File: src/sv/sactf_pkg.sv
// Shared constants, types and row formats of the cache tag store.
// Used by every module of the block; no dependencies.
package sactf_pkg;

  // Address and cache geometry (16 KB cache, 16-byte minimum line)
  localparam int ADDR_W     = 26;
  localparam int CACHE_LOG2 = 14;
  localparam int TAG_W      = 16;
  localparam int WAY_W      = 4;
  localparam int SET_W      = 10;
  localparam int COL_W      = 4;
  localparam int NUM_COLS   = 16;
  localparam int ROW_W      = 6;
  localparam int NUM_ROWS   = 64;
  localparam int GEO_W      = 3;

  // Configuration port
  localparam int CFG_W     = 3;
  localparam int CFG_IDX_W = 1;
  localparam logic [CFG_IDX_W-1:0] CFG_LINE_SIZE = 1'd0;
  localparam logic [CFG_IDX_W-1:0] CFG_WAYS      = 1'd1;

  localparam logic [GEO_W-1:0] LSL_MIN   = 3'd4;
  localparam logic [GEO_W-1:0] LSL_RESET = 3'd4;
  localparam logic [GEO_W-1:0] WL_MAX    = 3'd4;
  localparam logic [GEO_W-1:0] WL_RESET  = 3'd2;

  // One tag memory row: sixteen lines, valid bit and tag each
  typedef struct packed {
    logic [NUM_COLS-1:0]            vld;
    logic [NUM_COLS-1:0][TAG_W-1:0] tag;
  } tag_row_t;

  // One pointer memory row: FIFO pointers of sixteen sets
  typedef logic [NUM_COLS-1:0][WAY_W-1:0] ptr_row_t;

  // Lookup carried from acceptance to the compare stage
  typedef struct packed {
    logic [SET_W-1:0] set;
    logic [TAG_W-1:0] tag;
    logic [GEO_W-1:0] wl;
    logic [COL_W-1:0] col_base;
    logic [ROW_W-1:0] tag_row;
  } lookup_t;

  // Outcome of the compare stage
  typedef struct packed {
    logic             hit;
    logic [WAY_W-1:0] way;
    tag_row_t         tag_wr;
    ptr_row_t         ptr_wr;
  } match_t;

endpackage

File: src/sv/sactf_match.sv
// Way compare and FIFO replacement for one lookup: parallel tag compare,
// lowest-way select, and the rows to write back on a miss. Uses sactf_pkg.
module sactf_match (
  input  sactf_pkg::lookup_t  lk,
  input  sactf_pkg::tag_row_t trow,
  input  sactf_pkg::ptr_row_t prow,
  output sactf_pkg::match_t   res
);

  logic [sactf_pkg::WAY_W-1:0]    way_mask;
  logic [sactf_pkg::NUM_COLS-1:0] member;
  logic [sactf_pkg::NUM_COLS-1:0] hit_vec;
  logic [sactf_pkg::COL_W-1:0]    hit_col;
  logic [sactf_pkg::WAY_W-1:0]    fill_way;
  logic [sactf_pkg::COL_W-1:0]    fill_col;
  logic [sactf_pkg::COL_W-1:0]    set_col;

  // Ways of the set sit in an aligned block of columns
  assign way_mask = sactf_pkg::WAY_W'((5'd1 << lk.wl) - 5'd1);
  assign set_col  = lk.set[sactf_pkg::COL_W-1:0];

  always_comb begin
    for (int c = 0; c < sactf_pkg::NUM_COLS; c++) begin
      member[c]  = (sactf_pkg::COL_W'(c) & ~way_mask) == lk.col_base;
      hit_vec[c] = member[c] && trow.vld[c] && (trow.tag[c] == lk.tag);
    end
  end

  // Lowest matching column wins
  always_comb begin
    hit_col = '0;
    for (int c = sactf_pkg::NUM_COLS - 1; c >= 0; c--) begin
      if (hit_vec[c]) begin
        hit_col = sactf_pkg::COL_W'(c);
      end
    end
  end

  // Replacement victim from the set's FIFO pointer
  assign fill_way = prow[set_col] & way_mask;
  assign fill_col = lk.col_base | fill_way;

  always_comb begin
    res.hit    = |hit_vec;
    res.way    = res.hit ? (hit_col & way_mask) : fill_way;
    res.tag_wr = trow;
    res.tag_wr.vld[fill_col] = 1'b1;
    res.tag_wr.tag[fill_col] = lk.tag;
    res.ptr_wr = prow;
    res.ptr_wr[set_col] = (fill_way + 4'd1) & way_mask;
  end

endmodule

File: config.mk
export PLATFORM = sky130hd
export DESIGN_NAME = sactf_match
export DESIGN_NICKNAME = d
export VERILOG_FILES = /design/src/sv/sactf_pkg.sv /design/src/sv/sactf_match.sv
export SDC_FILE = /design/constraint.sdc
export NUM_CORES = 1
export LEC_CHECK = 0
export BUFFER_PORTS_ARGS = -buffer_cell sky130_fd_sc_hd__clkbuf_2
export CAP_MARGIN = 20
export CORE_AREA = 2 2 278 280
export DETAILED_ROUTE_END_ITERATION = 8
export DIE_AREA = 0 0 280 282
export PLACE_DENSITY = 0.31
export SYNTH_ARGS = -nofsm -noshare
export SYNTH_HDL_FRONTEND = slang
export SYNTH_SLANG_ARGS = --single-unit
File: constraint.sdc
create_clock -name vclk -period 5.8
set_clock_uncertainty 0.2 [all_clocks]
set_input_delay 1.16 -clock vclk [all_inputs]
set_output_delay 1.16 -clock vclk [all_outputs]
set_load 0.01 [all_outputs]
**Word level (Yosys, flattened, before mapping)**

Cells that the tools add are included.

- $add $sub $neg: 2
- Order comparisons: 4
- Eq/ne operators: 31
- Shift-type cells: 1
- Muxes and demuxes: 27
- Bitwise logic cells: 6
- Reductions and logical operators: 36

Operator list:

| cell | number |
|---|---|
| bitwise mux 256 bit | 1 |
| equality test 16 bit | 16 |
| two-way mux 4 bit | 19 |
| bitwise mux 64 bit | 1 |
| demux 16 bit (select 4 bit) | 1 |
| logical AND 1 bit | 34 |
| equality test 4 bit | 8 |
| binary-select mux 4 bit (select 4 bit) | 1 |
| demux 4 bit (select 4 bit) | 1 |
| equality test 3 x 4 -> 1 bit | 4 |
| two-way mux 16 bit | 1 |
| OR 16 bit | 1 |
| OR reduction 16 bit | 1 |
| AND 4 bit | 3 |
| < comparator 4 x 5 -> 1 bit (second input constant) | 2 |
| equality test 2 x 4 -> 1 bit | 2 |
| greater-or-equal comparator 4 x 1 -> 1 bit (second input constant) | 2 |
| adder 4 x 1 -> 4 bit (second input constant) | 1 |
| demux 1 bit (select 4 bit) | 1 |
| equality test 1 x 4 -> 1 bit | 1 |
| logical NOT 4 bit | 1 |
| inverter 4 bit | 1 |
| OR 4 bit | 1 |
| << shifter 1 x 3 -> 4 bit (first input constant) | 1 |
| other kinds (2) | 2 |

- Bits in registers: 0
- Output and inout bits: 341
- Word-level logic and storage cells: 107

**Logic depth before layout (Yosys ltp)**

- Depth in word-level cells: 24
- Depth in mapped cells: 13
- Gate-level depth less buffers: 12

**Worst setup path before layout**

Ideal clock, no wire load.

- Kind: input-to-output
- From: input port lk[29] (netlist bit)
- To: output port res[293] (netlist bit)
- Arrival time: 3.979 ns
- Slack: 0.461 ns
- Stages on the path: 11
- Path buffers: 5
- Path through: buf_2 > buf_6 > mux4_2 > mux4_2 > and2_0 > buf_2 > nor3_2 > and3_1 > buf_2 > buf_4 > mux2_2

RTL lines:

| what | RTL line | text |
|---|---|---|
| from (decl) | sactf_match.sv:4 | `input sactf_pkg::lookup_t lk,` |
| to (decl) | sactf_match.sv:7 | `output sactf_pkg::match_t res` |

==> flow_summary.toml <==
[sta]
timing.fmax_ghz = 0.176
final.min_clock_period_ns = 5.69
worstMarginPinSlew_ns = 0.695
finalHoldViolations = 0
maxSlewHeadroom = 0.532
rsz0062_at_grt = "no"
fin_hold_ws_ns = 2.42
final.period_utilization = 0.981
setup_slack_ns = 0.108
setup_viol = 0
slew_violations = 0

[global_routing]
busiest_layer = "met2"
grt_pass1_wl_um = 88500
track_usage = 0.160
grtUsageMet2 = 0.293
antenna_found_initial = 7
overflow = 0
grt_max_degree = 33
grtUsageMet3 = 0.0375
grt_pass1_vias = 11300
met1_usage = 0.183

[logic_synthesis]
synthDistinctLibCells = 46
synthXorXnorAreaFrac = 0.283
ys_seq_area_frac = 0
netlist_top_cells_area = "mux2_2 36%, xor2_1 15%, xnor2_1 13%, mux4_2 5.6%, o21ai_0 4.3%"
synth.largest_area_cell = "mux2_2"
synth_top_family_by_area = "multiplexers"
synth_mux_area_frac = 0.413
syn_inst = 1011
synth_compound_area_frac = 0.0592
yosys.area.top_type_share = 0.357
synth-simple-area-share = 0.184
synth_nets = 1388
synth.avg_cell_area_um2 = 7.99
synth_area_um2 = 8080
synthAdderAreaFrac = 0.00310
ys_warn_count = 0

[pwr]
finalPower_w = 0.00130
leakage_nw = 6.35
peakVddDrop_mv = 0.0409
power_density_nw_per_um2 = 95.2

[place]
placedInstanceArea_um2 = 13500
preCtsSetupSlack_ns = -0.402
dpl.cell_count = 2692
place_congestion = 0.883
io_buffers = 704
place.detailed.hpwl_um = 59000

[floorplan]
rows = 101
die_h_um = 282
initial_core_util = 0.107
coreArea_um2 = 75700
dieArea_um2 = 79000
ios = 716
fp.dieW_um = 280

[final_layout]
seq_cells = 0
area_delta_synth_final_pct = 68.5
final_area_um2 = 13600
layout.nets = 2093
final_common_cell = "clkbuf_2"
clock_buffers = 0
stdcell_count = 2693
final_cell_mix = "704 x clkbuf_2, 256 x mux2_2, 142 x xor2_1"
regArea_um2 = 0
drive_gt1_frac = 0.652

[drt]
drc = 0
vias = 10800
ant_nets = 0
dr.pass1.iters = 4
vias_per_cell = 4.03
first_iter_violations = 392
wl_um = 67800
wl_per_cell_um = 25.2

[hold_path]
holdPathStages = 3
hold_end = "res[335]"
hold_start = "trow[271]"
min-delay-path-class = "primary input to primary output"

[setup_path]
startpoint_type = "primary input"
cp.required_ns = 4.44
critPathKind = "primary input to primary output"
crit_fanout = 20
arrival_ns = 4.33
crit_path_end_kind = "primary output"

[job]
maxCapViolations = 0

[status]
status = "completed"
-- cells in the mapped netlist (3+ instances only) --
library cell,n
mux2_2,256
xor2_1,142
xnor2_1,119
nand2_1,85
o21ai_0,69
clkbuf_1,68
nand4_1,37
nor4_1,30
nor3_1,25
nand3_1,22
mux4_2,20
nand2b_1,17
nor2_1,16
buf_2,15
or2_2,12
nor2b_1,9
nand2_2,8
buf_1,7
buf_4,5
buf_6,5
a21oi_1,4
and3_1,4
inv_1,4
a31oi_1,3
-- power by group --
group | leakage (nW) | switching, W | internal (W) | total [W]
Sequential | 0 | 0 | 0 | 0
Clock | 0.00000634 | 0 | 0.0000000000234 | 0.0000000000234
Combinational | 6.35 | 0.000723 | 0.000573 | 0.00130
Total | 6.35 | 0.000723 | 0.000573 | 0.00130
-- worst max path at each step --
stage	end	startpoint	slack [ns]	cells past startpoint
CTS	res[336]	lk[10]	0.03	15
detailed placement	res[337]	lk[10]	-0.40	16
finish	res[229]	lk[29]	0.11	10
floorplan	res[293]	lk[29]	0.46	11
global placement	res[337]	lk[10]	-0.44	16
global route	res[337]	lk[11]	0.001	17
-- cells by family (layout without fill, tap and decap cells) --
| kind of cell | Yosys count | count (layout) |
|---|---|---|
| other cells | 0 | 1 |
| buf+inv | 104 | 807 |
| fa+ha+maj | 2 | 2 |
| mux | 276 | 276 |
| simple gates | 280 | 280 |
| compound gates | 88 | 88 |
| xor+xnor | 261 | 261 |
-- per-layer routing --
metal  part of all wire  up-vias  wire length [um]
met5            0.00049        -                33
met4              0.032        6              2170
met3              0.073       76              4930
met2               0.50      574             33900
met1               0.39     5189             26700
li1                   -     4999                 -
-- repair_timing --
action	in CTS	in global routing
setup endpoints to repair	4	12
endpoints found under the hold margin	0	0
hold buffers	0	0
resized for setup	12	7
gates cloned	0	0
setup buffers	0	0
pin swaps	2	4
-- area by class of cell --
class / instances / area, um^2
tap: 978 / 1220
fill: 8793 / 62100
timing repair buffer: 803 / 4650
inverter: 4 / 15.0
multi-input combinational: 907 / 7710
antenna: 1 / 2.50
-- worst max-delay path: stages --
cell and delay [ns]:
clkbuf_2 0.12, buf_12 0.19, mux4_2 0.53, mux4_2 0.53
and2_0 0.40, nor3_4 0.32, buf_4 0.19, nand2_2 0.27
mux2_2 0.44, clkbuf_2 0.15
-- metrics by stage --
| stage | utilization | TNS, ns |
|---|---|---|
| floorplan | - | 0 |
| global placement | 0.178 | -0.851 |
| detailed placement | 0.178 | -0.731 |
| CTS | 0.179 | 0 |
| global route | 0.180 | 0 |
| finish | 0.180 | 0 |
Power figures use the tool's default switching activity.
